`config.mk`:
```
export PLATFORM = sky130hd
export DESIGN_NAME = polyphase_audio_resampler_core
export DESIGN_NICKNAME = d
export VERILOG_FILES = /design/src/design/pres_pkg.sv /design/src/design/pres_mac.sv /design/src/design/polyphase_audio_resampler_core.sv
export VERILOG_INCLUDE_DIRS = /design/src /design/src/design
export SDC_FILE = /design/constraint.sdc
export NUM_CORES = 2
export LEC_CHECK = 0
export BUFFER_PORTS_ARGS = -buffer_cell sky130_fd_sc_hd__buf_2
export CORE_MARGIN = 1
export CORE_UTILIZATION = 56
export CTS_CLUSTER_DIAMETER = 150
export CTS_CLUSTER_SIZE = 20
export DETAILED_ROUTE_END_ITERATION = 6
export PLACE_DENSITY = 0.8
export SYNTH_ARGS = -nofsm -noshare
export SYNTH_HDL_FRONTEND = slang
export SYNTH_HIERARCHICAL = 1
export SYNTH_SLANG_ARGS = --single-unit
```
`constraint.sdc`:
```
create_clock -name clock -period 13.15 [get_ports clock]
set_input_delay 1.315 -clock clock [delete_from_list [all_inputs] [get_ports clock]]
set_output_delay 1.315 -clock clock [all_outputs]
set_load 0.1 [all_outputs]
```
`src/design/assert_macros.svh`:
```
// Assertion helpers; every use sits in a module with clock and reset ports.
`ifndef ASSERT_MACROS_SVH
`define ASSERT_MACROS_SVH

`define PRES_ASSERT_IMPLY(lbl, ante, cons, msg) \
   lbl: assert property (@(posedge clock) disable iff (reset) (ante) |-> (cons)) \
      else $error(msg);

`define PRES_ASSERT_NEXT(lbl, ante, cons, msg) \
   lbl: assert property (@(posedge clock) disable iff (reset) (ante) |=> (cons)) \
      else $error(msg);

`endif

```
`src/design/pres_pkg.sv`:
```
package pres_pkg;

   localparam int TAPS       = 8;
   localparam int PHASES     = 32;
   localparam int MAX_OUT    = 10;
   localparam int SAMPLE_W   = 16;
   localparam int COEF_W     = 16;
   localparam int PROD_W     = SAMPLE_W + COEF_W;
   localparam int ACC_W      = PROD_W + 3;
   localparam int POS_W      = 20;
   localparam int FRAC_W     = 16;
   localparam int TAP_IDX_W  = $clog2(TAPS);
   localparam int PHASE_W    = $clog2(PHASES);
   localparam int RND_SHIFT  = 14;
   localparam int RND_BIAS   = 1 << (RND_SHIFT - 1);

   localparam logic [POS_W-1:0] POS_RESET  = POS_W'(8 * 65536);
   localparam logic [POS_W-1:0] STEP_RESET = POS_W'(65536);

   typedef struct packed {
      logic start;
      logic add;
   } mac_ctl_type;

   localparam logic signed [COEF_W-1:0] COEF_ROM [PHASES][TAPS] = '{
      '{ 16'sh0000, 16'sh0000, 16'sh0000, 16'sh4000,
         16'sh0000, 16'sh0000, 16'sh0000, 16'sh0000},
      '{-16'sh000a, 16'sh0052,-16'sh0179, 16'sh3fe2,
         16'sh019f,-16'sh005b, 16'sh000c, 16'sh0000},
      '{-16'sh0013, 16'sh009c,-16'sh02cc, 16'sh3f86,
         16'sh0362,-16'sh00c0, 16'sh001a, 16'sh0000},
      '{-16'sh001a, 16'sh00dc,-16'sh03f9, 16'sh3eef,
         16'sh054a,-16'sh012c, 16'sh002b, 16'sh0000},
      '{-16'sh001f, 16'sh0113,-16'sh0500, 16'sh3e1d,
         16'sh0753,-16'sh01a0, 16'sh003d, 16'sh0000},
      '{-16'sh0023, 16'sh0141,-16'sh05e1, 16'sh3d12,
         16'sh097c,-16'sh021a, 16'sh0050,-16'sh0001},
      '{-16'sh0026, 16'sh0166,-16'sh069e, 16'sh3bd0,
         16'sh0bc4,-16'sh029a, 16'sh0066,-16'sh0001},
      '{-16'sh0027, 16'sh0182,-16'sh0738, 16'sh3a5a,
         16'sh0e27,-16'sh031f, 16'sh007d,-16'sh0002},
      '{-16'sh0028, 16'sh0197,-16'sh07b0, 16'sh38b2,
         16'sh10a2,-16'sh03a7, 16'sh0096,-16'sh0003},
      '{-16'sh0027, 16'sh01a5,-16'sh0807, 16'sh36dc,
         16'sh1333,-16'sh0430, 16'sh00af,-16'sh0005},
      '{-16'sh0026, 16'sh01ab,-16'sh083f, 16'sh34db,
         16'sh15d5,-16'sh04ba, 16'sh00ca,-16'sh0007},
      '{-16'sh0024, 16'sh01ac,-16'sh085b, 16'sh32b3,
         16'sh1886,-16'sh0541, 16'sh00e5,-16'sh0008},
      '{-16'sh0022, 16'sh01a6,-16'sh085d, 16'sh3068,
         16'sh1b40,-16'sh05c6, 16'sh0101,-16'sh000b},
      '{-16'sh001f, 16'sh019c,-16'sh0846, 16'sh2dfe,
         16'sh1e00,-16'sh0644, 16'sh011c,-16'sh000d},
      '{-16'sh001c, 16'sh018e,-16'sh0819, 16'sh2b7a,
         16'sh20c1,-16'sh06bb, 16'sh0136,-16'sh0010},
      '{-16'sh0019, 16'sh017c,-16'sh07d9, 16'sh28e1,
         16'sh2380,-16'sh0727, 16'sh014f,-16'sh0013},
      '{-16'sh0016, 16'sh0167,-16'sh0788, 16'sh2637,
         16'sh2637,-16'sh0788, 16'sh0167,-16'sh0016},
      '{-16'sh0013, 16'sh014f,-16'sh0727, 16'sh2380,
         16'sh28e1,-16'sh07d9, 16'sh017c,-16'sh0019},
      '{-16'sh0010, 16'sh0136,-16'sh06bb, 16'sh20c1,
         16'sh2b7a,-16'sh0819, 16'sh018e,-16'sh001c},
      '{-16'sh000d, 16'sh011c,-16'sh0644, 16'sh1e00,
         16'sh2dfe,-16'sh0846, 16'sh019c,-16'sh001f},
      '{-16'sh000b, 16'sh0101,-16'sh05c6, 16'sh1b40,
         16'sh3068,-16'sh085d, 16'sh01a6,-16'sh0022},
      '{-16'sh0008, 16'sh00e5,-16'sh0541, 16'sh1886,
         16'sh32b3,-16'sh085b, 16'sh01ac,-16'sh0024},
      '{-16'sh0007, 16'sh00ca,-16'sh04ba, 16'sh15d5,
         16'sh34db,-16'sh083f, 16'sh01ab,-16'sh0026},
      '{-16'sh0005, 16'sh00af,-16'sh0430, 16'sh1333,
         16'sh36dc,-16'sh0807, 16'sh01a5,-16'sh0027},
      '{-16'sh0003, 16'sh0096,-16'sh03a7, 16'sh10a2,
         16'sh38b2,-16'sh07b0, 16'sh0197,-16'sh0028},
      '{-16'sh0002, 16'sh007d,-16'sh031f, 16'sh0e27,
         16'sh3a5a,-16'sh0738, 16'sh0182,-16'sh0027},
      '{-16'sh0001, 16'sh0066,-16'sh029a, 16'sh0bc4,
         16'sh3bd0,-16'sh069e, 16'sh0166,-16'sh0026},
      '{-16'sh0001, 16'sh0050,-16'sh021a, 16'sh097c,
         16'sh3d12,-16'sh05e1, 16'sh0141,-16'sh0023},
      '{ 16'sh0000, 16'sh003d,-16'sh01a0, 16'sh0753,
         16'sh3e1d,-16'sh0500, 16'sh0113,-16'sh001f},
      '{ 16'sh0000, 16'sh002b,-16'sh012c, 16'sh054a,
         16'sh3eef,-16'sh03f9, 16'sh00dc,-16'sh001a},
      '{ 16'sh0000, 16'sh001a,-16'sh00c0, 16'sh0362,
         16'sh3f86,-16'sh02cc, 16'sh009c,-16'sh0013},
      '{ 16'sh0000, 16'sh000c,-16'sh005b, 16'sh019f,
         16'sh3fe2,-16'sh0179, 16'sh0052,-16'sh000a}
   };

   function automatic logic signed [COEF_W-1:0] coef_at(
      input logic [PHASE_W-1:0]   phase,
      input logic [TAP_IDX_W-1:0] tap
   );
      return COEF_ROM[phase][tap];
   endfunction

endpackage

```
`src/design/pres_mac.sv`:
```
module pres_mac (
   input  logic                                  clock,
   input  pres_pkg::mac_ctl_type                 ctl,
   input  logic signed [pres_pkg::SAMPLE_W-1:0]  sample,
   input  logic signed [pres_pkg::COEF_W-1:0]    coef,
   output logic signed [pres_pkg::ACC_W-1:0]     acc
);
   import pres_pkg::*;

   logic signed [PROD_W-1:0] prod_ff, prod_in;
   logic signed [ACC_W-1:0]  acc_ff, acc_in;

   always_comb begin
      prod_in = PROD_W'(sample) * PROD_W'(coef);
      if (ctl.start) begin
         acc_in = '0;
      end else if (ctl.add) begin
         acc_in = acc_ff + {{(ACC_W-PROD_W){prod_ff[PROD_W-1]}}, prod_ff};
      end else begin
         acc_in = acc_ff;
      end
   end

   always_ff @(posedge clock) begin
      prod_ff <= prod_in;
      acc_ff  <= acc_in;
   end

   assign acc = acc_ff;

endmodule

```
`src/design/polyphase_audio_resampler_core.sv`:
```
// Per output: ST_MAC feeds every tap through one shared 16x16 multiply-accumulate
// unit (registered product, then accumulate), then ST_EMIT rounds, saturates and registers it.
// A sample that causes n outputs (0..10) holds req_tready low until the last of
// them is registered, also while a finished result waits on rsp_tready.
// Synchronous active-high reset: window cleared, position 8.0, step 1.0.
`include "assert_macros.svh"

module polyphase_audio_resampler_core (
   input  logic        clock,
   input  logic        reset,
   input  logic        req_tvalid,
   output logic        req_tready,
   input  logic [15:0] req_tdata,    // [15:0] sample_in
   output logic        rsp_tvalid,
   input  logic        rsp_tready,
   output logic [15:0] rsp_tdata,    // [15:0] sample_out
   output logic        rsp_tlast,
   input  logic        csr_valid,
   output logic        csr_ready,
   input  logic [19:0] csr_data
);
   import pres_pkg::*;

   typedef enum logic [2:0] {
      ST_IDLE = 3'b001,
      ST_MAC  = 3'b010,
      ST_EMIT = 3'b100
   } state_type;

   localparam int TAP_CNT_W = $clog2(TAPS + 1);
   localparam int OUT_CNT_W = $clog2(MAX_OUT);
   localparam int Q_W       = ACC_W + 1 - RND_SHIFT;

   state_type                   state_ff, state_in;
   logic signed [SAMPLE_W-1:0]  window_ff [TAPS];
   logic signed [SAMPLE_W-1:0]  window_in [TAPS];
   logic [POS_W-1:0]            pos_ff, pos_in;
   logic [POS_W-1:0]            step_ff, step_in;
   logic [TAP_CNT_W-1:0]        tap_ff, tap_in;
   logic [OUT_CNT_W-1:0]        n_ff, n_in;
   logic                        rsp_valid_ff, rsp_valid_in;
   logic [SAMPLE_W-1:0]         rsp_data_ff, rsp_data_in;
   logic                        rsp_last_ff, rsp_last_in;

   logic                        req_fire;
   logic                        emit_go;
   logic [POS_W-1:0]            pos_back;
   logic [POS_W:0]              pos_sum;
   logic [POS_W-1:0]            pos_next;
   logic                        is_last;
   mac_ctl_type                 mac_ctl;
   logic signed [ACC_W-1:0]     acc;
   logic signed [ACC_W:0]       biased;
   logic signed [Q_W-1:0]       q;
   logic [SAMPLE_W-1:0]         sat;

   pres_mac u_mac (
      .clock  (clock),
      .ctl    (mac_ctl),
      .sample (window_ff[tap_ff[TAP_IDX_W-1:0]]),
      .coef   (coef_at(pos_ff[FRAC_W-1 -: PHASE_W], tap_ff[TAP_IDX_W-1:0])),
      .acc    (acc)
   );

   assign req_tready = (state_ff == ST_IDLE);
   assign req_fire   = req_tvalid && req_tready;
   assign emit_go    = (state_ff == ST_EMIT) && (!rsp_valid_ff || rsp_tready);
   assign csr_ready  = 1'b1;

   assign mac_ctl = '{start: (state_ff == ST_MAC) && (tap_ff == '0),
                      add:   (state_ff == ST_MAC) && (tap_ff != '0)};

   // integer part saturates at zero on the move back
   assign pos_back = (pos_ff[POS_W-1:FRAC_W] != '0) ?
                     {pos_ff[POS_W-1:FRAC_W] - 1'b1, pos_ff[FRAC_W-1:0]} : pos_ff;
   assign pos_sum  = {1'b0, pos_ff} + {1'b0, step_ff};
   assign pos_next = pos_sum[POS_W] ? '1 : pos_sum[POS_W-1:0];
   assign is_last  = (n_ff == OUT_CNT_W'(MAX_OUT - 1)) ||
                     (pos_next[POS_W-1:FRAC_W] != '0);

   assign biased = {acc[ACC_W-1], acc} + (ACC_W+1)'(RND_BIAS);
   assign q      = biased[ACC_W:RND_SHIFT];

   always_comb begin
      priority if (q > Q_W'(32767)) begin
         sat = 16'h7fff;
      end else if (q < -Q_W'(32768)) begin
         sat = 16'h8000;
      end else begin
         sat = q[SAMPLE_W-1:0];
      end
   end

   always_comb begin
      state_in     = state_ff;
      window_in    = window_ff;
      pos_in       = pos_ff;
      step_in      = step_ff;
      tap_in       = tap_ff;
      n_in         = n_ff;
      rsp_valid_in = rsp_valid_ff;
      rsp_data_in  = rsp_data_ff;
      rsp_last_in  = rsp_last_ff;

      if (csr_valid && csr_ready) begin
         step_in = csr_data;
      end
      if (rsp_valid_ff && rsp_tready) begin
         rsp_valid_in = 1'b0;
      end

      unique case (state_ff)
         ST_IDLE: begin
            if (req_fire) begin
               for (int k = 0; k < TAPS - 1; k++) begin
                  window_in[k] = window_ff[k + 1];
               end
               window_in[TAPS - 1] = req_tdata;
               pos_in = pos_back;
               n_in   = '0;
               tap_in = '0;
               if (pos_back[POS_W-1:FRAC_W] == '0) begin
                  state_in = ST_MAC;
               end
            end
         end
         ST_MAC: begin
            if (tap_ff == TAP_CNT_W'(TAPS)) begin
               state_in = ST_EMIT;
            end else begin
               tap_in = tap_ff + 1'b1;
            end
         end
         ST_EMIT: begin
            if (emit_go) begin
               rsp_valid_in = 1'b1;
               rsp_data_in  = sat;
               rsp_last_in  = is_last;
               pos_in       = pos_next;
               tap_in       = '0;
               if (is_last) begin
                  state_in = ST_IDLE;
               end else begin
                  n_in     = n_ff + 1'b1;
                  state_in = ST_MAC;
               end
            end
         end
         default: begin
            state_in = ST_IDLE;
         end
      endcase
   end

   always_ff @(posedge clock) begin
      if (reset) begin
         state_ff     <= ST_IDLE;
         window_ff    <= '{default: '0};
         pos_ff       <= POS_RESET;
         step_ff      <= STEP_RESET;
         tap_ff       <= '0;
         n_ff         <= '0;
         rsp_valid_ff <= 1'b0;
      end else begin
         state_ff     <= state_in;
         window_ff    <= window_in;
         pos_ff       <= pos_in;
         step_ff      <= step_in;
         tap_ff       <= tap_in;
         n_ff         <= n_in;
         rsp_valid_ff <= rsp_valid_in;
      end
   end

   always_ff @(posedge clock) begin
      rsp_data_ff <= rsp_data_in;
      rsp_last_ff <= rsp_last_in;
   end

   assign rsp_tvalid = rsp_valid_ff;
   assign rsp_tdata  = rsp_data_ff;
   assign rsp_tlast  = rsp_last_ff;

   `PRES_ASSERT_IMPLY(a_pos_below_one, state_ff != ST_IDLE, pos_ff[POS_W-1:FRAC_W] == '0, "position integer part nonzero during output work")
   `PRES_ASSERT_IMPLY(a_out_count, state_ff != ST_IDLE, n_ff <= OUT_CNT_W'(MAX_OUT - 1), "output count past limit")
   `PRES_ASSERT_IMPLY(a_tap_count, state_ff == ST_MAC, tap_ff <= TAP_CNT_W'(TAPS), "tap counter past last tap")
   `PRES_ASSERT_NEXT(a_last_ends, emit_go && is_last, state_ff == ST_IDLE && rsp_valid_ff && rsp_last_ff, "last result did not end the transaction")

endmodule
```
==> impl_metrics.env <==
export IMPL_grt_pass1_wl_um=118000
export IMPL_cpMostUsedCell="fa_1"
export IMPL_fin_ws_ns=4.01
export IMPL_cp_required_ns=13.62
export IMPL_post_route_cell_area_mm2=0.0274
export IMPL_dr_pass1_iters=6
export IMPL_post_route_period_util_pct=69.5
export IMPL_synth_fp_nets=3674
export IMPL_startpoint_type="flip-flop"
export IMPL_hold_path_class="flip-flop to flip-flop"
export IMPL_path_class="flip-flop to flip-flop"
export IMPL_num_rows=79
export IMPL_grt_ovfl_total=0
export IMPL_power_density_mw_per_mm2=55.7
export IMPL_gp_congestion=0.955
export IMPL_ios=61
export IMPL_vias=22800
export IMPL_rsz0062_at_grt="no"
export IMPL_num_nets_final=3589
export IMPL_start_util_pct=56.7
export IMPL_hold_start="window_ff[119]$_SDFFE_PP0P_"
export IMPL_netlist_area_mm2=0.0263
export IMPL_seq_area_frac_synth_pct=20.7
export IMPL_yosysUniqueCellTypes=86
export IMPL_cts_buffers=17
export IMPL_synth_cells=3211
export IMPL_insertion_delay_ns=0.54
export IMPL_synth_top_area_cell="fa_1"
export IMPL_critical_path_startpoint="pos_ff[12]$_SDFFE_PP0P_"
export IMPL_cts_tree="done"
export IMPL_wirelength_um=71700
export IMPL_die_w_um=219
export IMPL_ys_flop_type="dfxtp_1"
export IMPL_syn2layout_area_growth_pct=4.14
export IMPL_dp_slack_ns=4.19
export IMPL_synthArstFlopShare_pct=0
export IMPL_path_clk_slew_ns=0.09
export IMPL_postCtsSetupBuffers=0
export IMPL_relSlewSlack_pct=23.1
export IMPL_grt_pass1_vias=22700
export IMPL_drc_errors=0
export IMPL_holdWs_ns=0.459
export IMPL_synth_common_cells="nand2_1 (530), inv_1 (344), a21oi_1 (293)"
export IMPL_worst_pin_slew_ns=1.14
export IMPL_yosysMostFrequentCell="nand2_1"
export IMPL_critPathMaxFanout=18
export IMPL_grt_use_total_pct=30.4
export IMPL_synth_edf_count=17
export IMPL_via_per_inst=6.09
export IMPL_num_antenna_cells=0
export IMPL_h_tree_depth=1
export IMPL_drv_slew=0
export IMPL_antenna_found_initial=0
export IMPL_ys_ff_latch=264
export IMPL_setup_tns_ns=0
export IMPL_synth_warnings=6
export IMPL_cts_root_buf="clkbuf_16"
export IMPL_ant_nets=0
export IMPL_place_area_mm2=0.0269
export IMPL_setup_viol=0
export IMPL_cts_hold_fix_buffers=0
export IMPL_max_freq_mhz=109
export IMPL_fin_crit_ns=9.14
export IMPL_clock_path_buffers=3
export IMPL_irDropWorstVdd_uv=112
export IMPL_dr_first_iter_drc_count=1866
export IMPL_cts_resized_gates=0
export IMPL_end_kind="flip-flop"
export IMPL_status="finished, final reports clean"
export IMPL_chipHeight_um=219
export IMPL_dpl_hpwl_um=52200
export IMPL_power_leakage_nw=11.8
export IMPL_grt_max_degree=114
export IMPL_cts_sinks=264
export IMPL_hold_viol=0
export IMPL_wl_per_cell_um=19.2
export IMPL_arrival_ns=9.61
export IMPL_cpMaxStageDelayCell="ha_1"
export IMPL_drv_cap=0
export IMPL_port_buffers=59
export IMPL_slowest_delay_ns=0.87
export IMPL_die_area_mm2=0.0479
export IMPL_avgSynthCellArea_um2=8.20
export IMPL_drive_gt1_share_pct=6.51
export IMPL_yosys_area_top_type_share_pct=20.1
export IMPL_core_area_mm2=0.0465
export IMPL_synthTopCellsByArea="fa_1 (20%), dfxtp_1 (19%), nand2_1 (7.6%)"
export IMPL_worstReg2RegStart="pos_ff[12]$_SDFFE_PP0P_"
export IMPL_fin_worst_skew_ns=0.0237
==> cell usage in the layout (no fill, tap or decap), drive strengths merged, types with 28 or more instances in the layout <==
cell type	Yosys	routed
nand2	530	530
inv	345	347
a21oi	296	296
fa	264	264
dfxtp	247	247
nor2	194	194
ha	158	158
o21ai	145	145
and2	129	129
buf	27	92
xnor2	67	67
nand3	52	52
a211oi	49	49
mux2i	45	45
nor3	39	39
mux4	35	35
nand2b	33	33
a31oi	33	33
xor2	28	28
==> state kept, by name, indices dropped and copies added, names as in the netlist <==
name	cells
window_ff	128
u_mac/acc	35
u_mac/prod_ff	32
pos_ff	20
step_ff	20
rsp_tdata	16
n_ff	4
tap_ff	4
state_ff	3
rsp_tlast	1
rsp_tvalid	1
==> report_power, final <==
group | internal (mW) | total, mW | switching [mW]
sequential | 0.824 | 0.841 | 0.0171
clock | 0.243 | 0.531 | 0.288
combinational | 0.0515 | 0.157 | 0.106
total | 1.12 | 1.53 | 0.410
==> stage by stage <==
| step | total power, mW | utilization (%) | cells |
|---|---|---|---|
| after detailed placement | 1.01 | 58.0 | 3714 |
| after global placement | 1.01 | 58.0 | 3714 |
| final | 1.53 | 59.0 | 3739 |
| after CTS | 1.54 | 59.0 | 3739 |
| after global routing | 1.59 | 59.0 | 3739 |
| after floorplan | 0.980 | - | 3211 |
==> worst max-delay path, delay by kind of cell, from the launching register on <==
| kind | cells | cell delay [ns] |
|---|---|---|
| buffers and inverters | 2 | 0.47 |
| XOR/XNOR | 1 | 0.13 |
| adder cells (fa/ha/maj) | 8 | 4.70 |
| AND/OR/NAND/NOR | 5 | 1.27 |
| AO/OA/AOI/OAI | 10 | 2.14 |
| flip-flops | 1 | 0.34 |
==> routing by layer <==
| layer | global-route usage [%] | vias to the layer above | part of all wire (%) | wire, um |
|---|---|---|---|---|
| li1 | - | 10600 | - | - |
| met1 | 40.5 | 11100 | 42 | 30000 |
| met2 | 50.3 | 980 | 48 | 34100 |
| met3 | 4.52 | 156 | 7.4 | 5320 |
| met4 | 10.9 | 0 | 3.2 | 2300 |
| met5 | 0 | - | 0 | 0 |
==> final timing paths <==
check	end	slack (ns)	depth (start not counted)
max	u_mac/prod_ff[31]$_DFF_P_	4.01	26
min	window_ff[119]$_SDFFE_PP0P_	0.46	2
max reg2reg	u_mac/prod_ff[31]$_DFF_P_	4.01	26
min reg2reg	window_ff[119]$_SDFFE_PP0P_	0.46	2
==> final cells by class <==
class,instances,area (um2)
fillers,4082,19000
multi-input cells,2406,18900
flip-flops and latches,264,5470
inverters,345,1290
well taps,607,759
repair buffers,92,546
clock buffers,23,448
clock inverters,2,25.0
==> kinds of logic after synthesis <==
kind of cell	share of synthesized area (%)
AOI/OAI and AO/OA	17.0
xor gates and xnor gates	3.16
adders and majority gates	27.6
buffers and inverters	7.77
DFF	20.7
muxes	5.52
other	0.0142
and+or+nand+nor	18.2
(Power assumes the default switching activity.)
